--- src/rtl/sip_pkg.sv ---
// ----------------------------------------------------------------------------
// sip_pkg
// Shared types and constants for the segment intersection pipeline.
// ----------------------------------------------------------------------------
package sip_pkg;

    localparam int COORD_BITS_DEF = 16;

    typedef logic signed [COORD_BITS_DEF-1:0] t_coord;

    typedef struct packed {
        t_coord      first_start_x;
        t_coord      first_start_y;
        t_coord      first_end_x;
        t_coord      first_end_y;
        t_coord      second_start_x;
        t_coord      second_start_y;
        t_coord      second_end_x;
        t_coord      second_end_y;
        logic [3:0]  include_mask;
    } t_sip_in;

    typedef struct packed {
        logic   hit;
        t_coord cross_x;
        t_coord cross_y;
    } t_sip_out;

    typedef struct packed {
        logic vld;
        logic hit;
    } t_sip_tag;

endpackage

--- src/rtl/sip_coord.sv ---
// ----------------------------------------------------------------------------
// sip_coord
// One crossing coordinate: sign normalize, split multiply, pipelined restoring
// divide (one quotient bit per stage), floor-to-truncate correction.
// ----------------------------------------------------------------------------
module sip_coord #(
    parameter int COORD_BITS = sip_pkg::COORD_BITS_DEF
) (
    input  logic                            i_clk,
    input  logic                            i_rst_n,
    input  logic                            i_en,
    input  sip_pkg::t_sip_tag               i_tag,
    input  logic signed [2*COORD_BITS+2:0]  i_num,
    input  logic signed [2*COORD_BITS+2:0]  i_den,
    input  logic signed [COORD_BITS-1:0]    i_p1,
    input  logic signed [COORD_BITS-1:0]    i_p2,
    output sip_pkg::t_sip_tag               o_tag,
    output logic signed [COORD_BITS-1:0]    o_coord
);
    import sip_pkg::*;

    localparam int CW  = 2 * COORD_BITS + 3;
    localparam int DW  = COORD_BITS + 1;
    localparam int H   = COORD_BITS + 2;
    localparam int HW  = CW - H;
    localparam int PRW = CW + DW;
    localparam int QB  = DW;
    localparam int RW  = CW + 1;
    localparam int FW  = COORD_BITS + 3;

    // normalize stage
    logic signed [CW-1:0] nn;
    logic signed [DW-1:0] dv;
    logic [CW-1:0] n_dn, n_an;
    logic [DW-1:0] n_ad;
    logic [CW-1:0] rd_den, rd_an;
    logic [DW-1:0] rd_ad;
    logic          rd_neg, rd_dz;
    logic signed [COORD_BITS-1:0] rd_p1;
    t_sip_tag      rd_tag;

    // partial product stage
    logic [CW-1:0]     re_pl;
    logic [HW+DW-1:0]  re_ph;
    logic [CW-1:0]     re_den;
    logic              re_neg, re_dz;
    logic signed [COORD_BITS-1:0] re_p1;
    t_sip_tag          re_tag;

    logic [PRW-1:0] prod;

    // divider stages
    logic [CW-1:0] r_rem [QB+1];
    logic [QB-1:0] r_low [QB+1];
    logic [QB-1:0] r_q   [QB+1];
    logic [CW-1:0] r_dd  [QB+1];
    logic          r_dn  [QB+1];
    logic          r_dz  [QB+1];
    logic signed [COORD_BITS-1:0] r_dp [QB+1];
    t_sip_tag      r_dt  [QB+1];

    logic [RW-1:0] t_rem [QB];
    logic          ge    [QB];
    logic [RW-1:0] n_rem [QB];

    logic signed [FW-1:0] qe, fl0, fl;
    logic          rnz;
    logic signed [COORD_BITS-1:0] n_out, r_out;
    t_sip_tag      r_otag;

    always_comb begin
        n_dn = i_den[CW-1] ? CW'(-i_den) : CW'(i_den);
        nn   = i_den[CW-1] ? -i_num : i_num;
        n_an = nn[CW-1] ? CW'(-nn) : CW'(nn);
        dv   = DW'(i_p2) - DW'(i_p1);
        n_ad = dv[DW-1] ? DW'(-dv) : DW'(dv);
    end

    assign prod = PRW'(re_pl) + (PRW'(re_ph) << H);

    always_comb begin
        for (int j = 0; j < QB; j++) begin
            t_rem[j] = {r_rem[j], r_low[j][QB-1]};
            ge[j]    = t_rem[j] >= {1'b0, r_dd[j]};
            n_rem[j] = ge[j] ? (t_rem[j] - {1'b0, r_dd[j]}) : t_rem[j];
        end
    end

    always_comb begin
        rnz = r_rem[QB] != '0;
        qe  = FW'($signed({1'b0, r_q[QB]}));
        fl0 = FW'(r_dp[QB]) + (r_dn[QB] ? -qe : qe)
              - FW'($signed({1'b0, r_dn[QB] && rnz}));
        // floor to truncate toward zero
        fl  = (fl0[FW-1] && rnz) ? fl0 + FW'(1) : fl0;
        n_out = (r_dt[QB].hit && !r_dz[QB]) ? fl[COORD_BITS-1:0] : '0;
    end

    always_ff @(posedge i_clk) begin
        if (!i_rst_n) begin
            rd_tag.vld <= 1'b0;
            re_tag.vld <= 1'b0;
            for (int j = 0; j <= QB; j++) r_dt[j].vld <= 1'b0;
            r_otag.vld <= 1'b0;
        end else if (i_en) begin
            rd_tag.vld <= i_tag.vld;
            re_tag.vld <= rd_tag.vld;
            r_dt[0].vld <= re_tag.vld;
            for (int j = 0; j < QB; j++) r_dt[j+1].vld <= r_dt[j].vld;
            r_otag.vld <= r_dt[QB].vld;

            rd_den     <= n_dn;
            rd_an      <= n_an;
            rd_ad      <= n_ad;
            rd_neg     <= nn[CW-1] ^ dv[DW-1];
            rd_dz      <= i_den == '0;
            rd_p1      <= i_p1;
            rd_tag.hit <= i_tag.hit;

            re_pl      <= CW'(rd_an[H-1:0]) * CW'(rd_ad);
            re_ph      <= (HW+DW)'(rd_an[CW-1:H]) * (HW+DW)'(rd_ad);
            re_den     <= rd_den;
            re_neg     <= rd_neg;
            re_dz      <= rd_dz;
            re_p1      <= rd_p1;
            re_tag.hit <= rd_tag.hit;

            r_rem[0]    <= prod[PRW-1:QB];
            r_low[0]    <= prod[QB-1:0];
            r_q[0]      <= '0;
            r_dd[0]     <= re_den;
            r_dn[0]     <= re_neg;
            r_dz[0]     <= re_dz;
            r_dp[0]     <= re_p1;
            r_dt[0].hit <= re_tag.hit;
            for (int j = 0; j < QB; j++) begin
                r_rem[j+1]    <= n_rem[j][CW-1:0];
                r_low[j+1]    <= r_low[j] << 1;
                r_q[j+1]      <= {r_q[j][QB-2:0], ge[j]};
                r_dd[j+1]     <= r_dd[j];
                r_dn[j+1]     <= r_dn[j];
                r_dz[j+1]     <= r_dz[j];
                r_dp[j+1]     <= r_dp[j];
                r_dt[j+1].hit <= r_dt[j].hit;
            end

            r_out      <= n_out;
            r_otag.hit <= r_dt[QB].hit;
        end
    end

    assign o_tag   = r_otag;
    assign o_coord = r_out;

endmodule

--- config.mk ---
export PLATFORM = sky130hd
export DESIGN_NAME = sip_coord
export DESIGN_NICKNAME = d
export VERILOG_FILES = /design/src/rtl/sip_pkg.sv /design/src/rtl/sip_coord.sv
export SDC_FILE = /design/constraint.sdc
export NUM_CORES = 2
export LEC_CHECK = 0
export ABC_CLOCK_PERIOD_IN_PS = 67200
export BUFFER_PORTS_ARGS = -buffer_cell sky130_fd_sc_hd__buf_2
export CORE_UTILIZATION = 38
export DETAILED_ROUTE_END_ITERATION = 12
export MAX_ROUTING_LAYER = met4
export PLACE_DENSITY = 0.53
export SYNTH_ARGS = -nofsm -noshare
export SYNTH_HDL_FRONTEND = slang
export SYNTH_SLANG_ARGS = --single-unit
--- constraint.sdc ---
create_clock -name i_clk -period 67.2 [get_ports i_clk]
set_clock_uncertainty 0.2 [all_clocks]
set_input_delay 6.72 -clock i_clk [delete_from_list [all_inputs] [get_ports i_clk]]
set_output_delay 6.72 -clock i_clk [all_outputs]
set_load 0.02 [all_outputs]
; ---- Word-level counts from Yosys, hierarchy flattened
; Memories as Yosys holds them, arrays and structs flattened.
; Cells that the tools add are included.
[word_totals]
memories = 8
output_inout_bits = 18
elab_cells = 147
inputBits = 107
ramBits = 2232
register_bits = 249
[op_classes]
n_bitwise = 19
n_mul = 2
addsub = 27
n_reduce_logical = 7
muxes = 45
n_lt_le_gt_ge = 17
[mem_list]
columns = name, depth, width, read_ports, rd_ports_with_merged_regs, write_ports, line
row1 = r_dd, 18, 35, 17, 0, 18, sip_coord.sv:56  ; logic [CW-1:0] r_dd [QB+1];
row2 = r_rem, 18, 35, 18, 0, 18, sip_coord.sv:53  ; logic [CW-1:0] r_rem [QB+1];
row3 = r_low, 18, 17, 17, 0, 18, sip_coord.sv:54  ; logic [QB-1:0] r_low [QB+1];
row4 = r_q, 18, 17, 18, 0, 18, sip_coord.sv:55  ; logic [QB-1:0] r_q [QB+1];
row5 = r_dp, 18, 16, 18, 0, 18, sip_coord.sv:59  ; logic signed [COORD_BITS-1:0] r_dp [QB+1];
row6 = r_dt, 18, 2, 18, 0, 18, sip_coord.sv:60  ; t_sip_tag r_dt [QB+1];
row7 = 2 more memories, --, --, --, --, --, --
[op_table]
columns = op, n
row1 = 35-bit two-way mux, 18
row2 = 36-bit by 35-bit >= comparator with 1-bit output, 17
row3 = 35-bit subtractor, 17
row4 = 35-bit negator, 3
row5 = 34-bit two-way mux, 2
row6 = 35-bit by 52-bit adder with 52-bit output, 1
row7 = 35-bit zero test, 1
row8 = 18-bit by 17-bit multiplier with 35-bit output, 1
row9 = 35-bit nonzero test, 1
row10 = 17-bit by 17-bit multiplier with 34-bit output, 1
row11 = 16-bit two-way mux, 2
row12 = 1-bit two-way mux, 22
row13 = 16-bit by 19-bit adder with 19-bit output, 1
row14 = 19-bit two-way mux, 1
row15 = 17-bit negator with 19-bit output, 1
row16 = 19-bit by 2-bit subtractor with 19-bit output, 1
row17 = 1-bit OR, 18
row18 = 17-bit negator, 1
row19 = 16-bit by 16-bit subtractor with 17-bit output, 1
row20 = "16-bit by 2-bit adder with 16-bit output, second input constant", 1
row21 = 1-bit logical AND, 3
row22 = 2-bit AND reduction, 1
row23 = 1-bit zero test, 1
row24 = 1-bit XOR, 1

; ---- Longest topological paths before layout
; An unclocked memory read counts as a cell.
[logic_depth]
word_depth = 7
depth_mapped = 27
ltp_nobuf = 25

; ---- Least setup slack after synthesis
; No wires, ideal clock.
[synth_path]
path_type = input to register
from = input i_en
to = register r_out[0], in the netlist o_coord[0] (enable)
path_buffers = 2
required_time_ns = 64.208
slack_ns = 9.354
arrival_time_ns = 54.854
stages = 3
setup_time_ns = 2.792
path_cell_list = clkbuf_1 buf_1 and2_1
[synth_via]
elab_chain_cells = 1
[synth_lines]
columns = item, line
row1 = "start, declared", sip_coord.sv:11  ; input logic i_en,
row2 = 2-bit AND reduction (no source line), --
row3 = "end signal, assigned", sip_coord.sv:147  ; r_out <= n_out;
row4 = "end, declared", sip_coord.sv:68  ; logic signed [COORD_BITS-1:0] n_out, r_out;
; Every way passes these cells.
; A chain may end at the register's enable or synchronous reset.

==> metrics.txt <==
status=finished, final reports clean; Crit path buffers/inverters=9; final-report setup violation count=0; Fin Hold WS=0.172 ns; 1st-pass router iterations=7; postcts setup bufs=0; Slew Viols, Final=0; hold wc startpoint=r_dn[2]; Max Cap Viol=0; worst skew pair latency=0.88 ns; Worst EP arrival=14.56 ns; Congestion Overflow GR=0; CP max stage delay=between 0.8 and 0.9 ns; Setup CP Type=in -> reg; CORE AREA=334000 µm²; WHS Path Cells=0; FF-to-FF Start=rd_an[24]; I/O Buffers=124; Slew @ Worst Pin=1.21 ns; yosys warns=0; fin area=approximately 140000 µm²; grt met1 use=0.211; simple-gate share of the synthesized area=0.0987; Clock Tree Root=clkbuf_16; CTS tree=built; Final Instance Count excl. Fillers=15900; crit path max fanout=76; post-synthesis mux area share=0.0246; reg2reg end=re_ph[32]; ys flop type=edfxtp_1; Sink Count=between 2000 and 2500; Post-synth ARST share=0; TritonCTS buffer count=around 260; Die Area=339000 µm²; H-tree Lvls=5; cells along the critical path=buf_2 -> and2_4 -> buf_4 -> buf_4 -> buf_4 -> buf_4 -> buf_4 -> buf_4 -> buf_4 -> buf_4; die width=582 µm; Synth Area in Adders=0.162; CP max-delay cell=buf_4; per-cell routed wire length=18.5 µm; worst rel slew slack=0.190; reg2reg setup slack=approximately 60 ns; DRT iter0 DRCs=around 4800; GRT Max-Usage Layer=met2; Seq/Total Area, Yosys=0.500; met2 Usage GRT=0.309; crit path launch type=input pin; first-pass GRT wire length=464 mm; antenna violations before repair=7; share of cells above drive strength 1=0.0759; Routed Antenna Nets=0; Worst setup EP type=flop; DP Area=between 100000 and 150000 µm²; Crit path max-delay family=buffers and inverters; Hold Violations, Final=0; CTS clock-pin slew for the worst setup and hold paths=approximately 0.060 ns; gpl congestion=0.938; #FFs+latches synth=2140; f_max=70.1 MHz; HPWL Detailed=224 mm; pre-CTS WS=~52 ns; unrepaired setup endpoints after global routing=false; Synth Cell Area=128000 µm²; DR vias=81600; Final period util=0.212; post-route setup slack=52.93 ns; Die H=582 µm; area grow syn2layout=11.2%; Tightest Hold Check Type=reg -> reg; initial core utilization=0.383; reg2reg path depth=23; main combinational cell family by area after synthesis=adder cells; post-layout min period=14.27 ns; cts hold-fix bufs=0; top-level I/O count=125; Unique masters post-synth=90; # rows=~210; vias in the first global route=83900; WP data required=67.49 ns; syn avg cell area=11.5 µm²; TNS Setup=0 ns; DRT Wirelength=294 mm; crit-path most repeated cell=buf_4; Resized cells post-CTS=0; Hold Path Sink=r_dn[3]; # nets final=12800; # placed instances=15400; Synthesized Nets=12600; met3 Use GR=0.0193; Longest Clk Path Bufs=4; PD cells=50.8 nW/µm²; post-DR vias/cell=5.13; Post-synth EDFFs=2120; Compound-Gate Fraction of Synth Area=0.114; peak supply drop=0.220 mV; largest net degree at the start of global routing=195; residual DRC count=0; gr usage total=0.176; post-synthesis xor/xnor area fraction=0.0500; P_leak=between 50 and 60 nW; Mapped Cells=11100
[how the worst max path moves through the flow]
stage / start / end / slack [ns] / depth (start not counted)
after CTS: i_en / r_dd[1][2] / 52.72 / 10
after global placement: i_en / r_dd[1][30] / 52.08 / 10
after floorplan: i_en / o_coord[0] / 9.35 / 3
final: i_en / r_dd[1][31] / 52.93 / 10
after detailed placement: i_en / r_rem[1][28] / 51.78 / 10
after global routing: i_en / r_rem[1][2] / 52.06 / 10
[Yosys cell counts (all sizes together), types with 13 or more instances]
cell type | count | area (µm²)
a311oi | 13 | 114
a2111oi | 14 | 123
mux2i | 60 | 601
o211ai | 46 | 345
ha | 887 | 11100
xor2 | 271 | 2370
o41ai | 28 | 279
nand4 | 81 | 507
a21o | 300 | 2250
o21bai | 83 | 623
buf | 26 | 120
nand3 | 162 | 811
and2 | 284 | 1780
o31ai | 82 | 626
nor2 | 443 | 1660
nor2b | 135 | 847
nor3 | 116 | 586
a21boi | 24 | 180
a221oi | 16 | 140
or4 | 26 | 210
o21ai | 607 | 3040
edfxtp | 2120 | 63700
dfxtp | 20 | 400
nor3b | 13 | 97.6
xnor2 | 460 | 4030
or3 | 57 | 357
fa | 483 | 9670
or2 | 32 | 200
a211o | 32 | 280
a211oi | 59 | 448
o21a | 140 | 1050
nand2 | 932 | 3500
and3 | 62 | 388
a31oi | 63 | 400
o31a | 32 | 280
clkbuf | 244 | 917
nand2b | 145 | 907
nor4 | 39 | 244
a21oi | 672 | 3370
inv | 1420 | 5330
and4 | 22 | 193
mux2 | 226 | 2540
[power breakdown]
part / switching (mW) / leakage [nW] / internal (mW)
registers: 0.0822 / 20.1 / 1.79
clock network: 0.557 / 4.13 / 0.838
logic: 2.43 / 33.4 / 1.54
[cell type report]
cell class	instances	area (µm²)
tap	4387	5490
clock buffer	314	6990
sequential	2140	64100
fill	31000	192000
inverter	1420	5330
timing repair buffer	195	1170
antenna	8	20.0
multi-input combinational	7305	57700
clock inverter	154	1560
[cell usage in the layout (no fill, tap or decap), types with 70 or more instances in the layout]
cell type,n
fa_1,483
ha_1,887
nor3_1,114
a21o_1,298
nand4_1,81
o21ai_0,603
buf_4,70
clkbuf_16,272
xor2_1,271
xnor2_1,459
mux2_2,226
and2_1,282
o21bai_1,83
nand2_1,931
nand2b_1,145
o31ai_1,80
inv_1,1419
nor2b_1,134
a21oi_1,671
o21a_1,140
buf_2,124
nor2_1,442
edfxtp_1,2120
nand3_1,162
[sequential cells by signal (all words and copies together), names as in the netlist, 36 cells and up]
name and flops:
r_dt 36, r_rem 630, r_q 153, r_dp 288
r_dd 595, r_low 153
[kinds of logic after synthesis]
| family | Yosys count |
|---|---|
| mux | 286 |
| fa+ha+maj | 1370 |
| buf+inv | 1690 |
| xor+xnor | 731 |
| flops | 2140 |
| compound gates | 2330 |
| simple gates | 2588 |
[per-stage QoR]
| step | total power [mW] | utilization |
|---|---|---|
| after floorplan | 4.78 | - |
| final | 7.23 | 0.426 |
| after global placement | 5.91 | 0.400 |
| after CTS | 7.39 | 0.426 |
| after detailed placement | 5.91 | 0.400 |
| after global routing | 7.83 | 0.426 |
[layer usage]
metal  wire length (µm)  share of wire
met1             127000           0.43
met5                  0              0
met2             148000           0.50
met4               9630          0.033
met3               9650          0.033
Power figures use the tool's default switching activity.
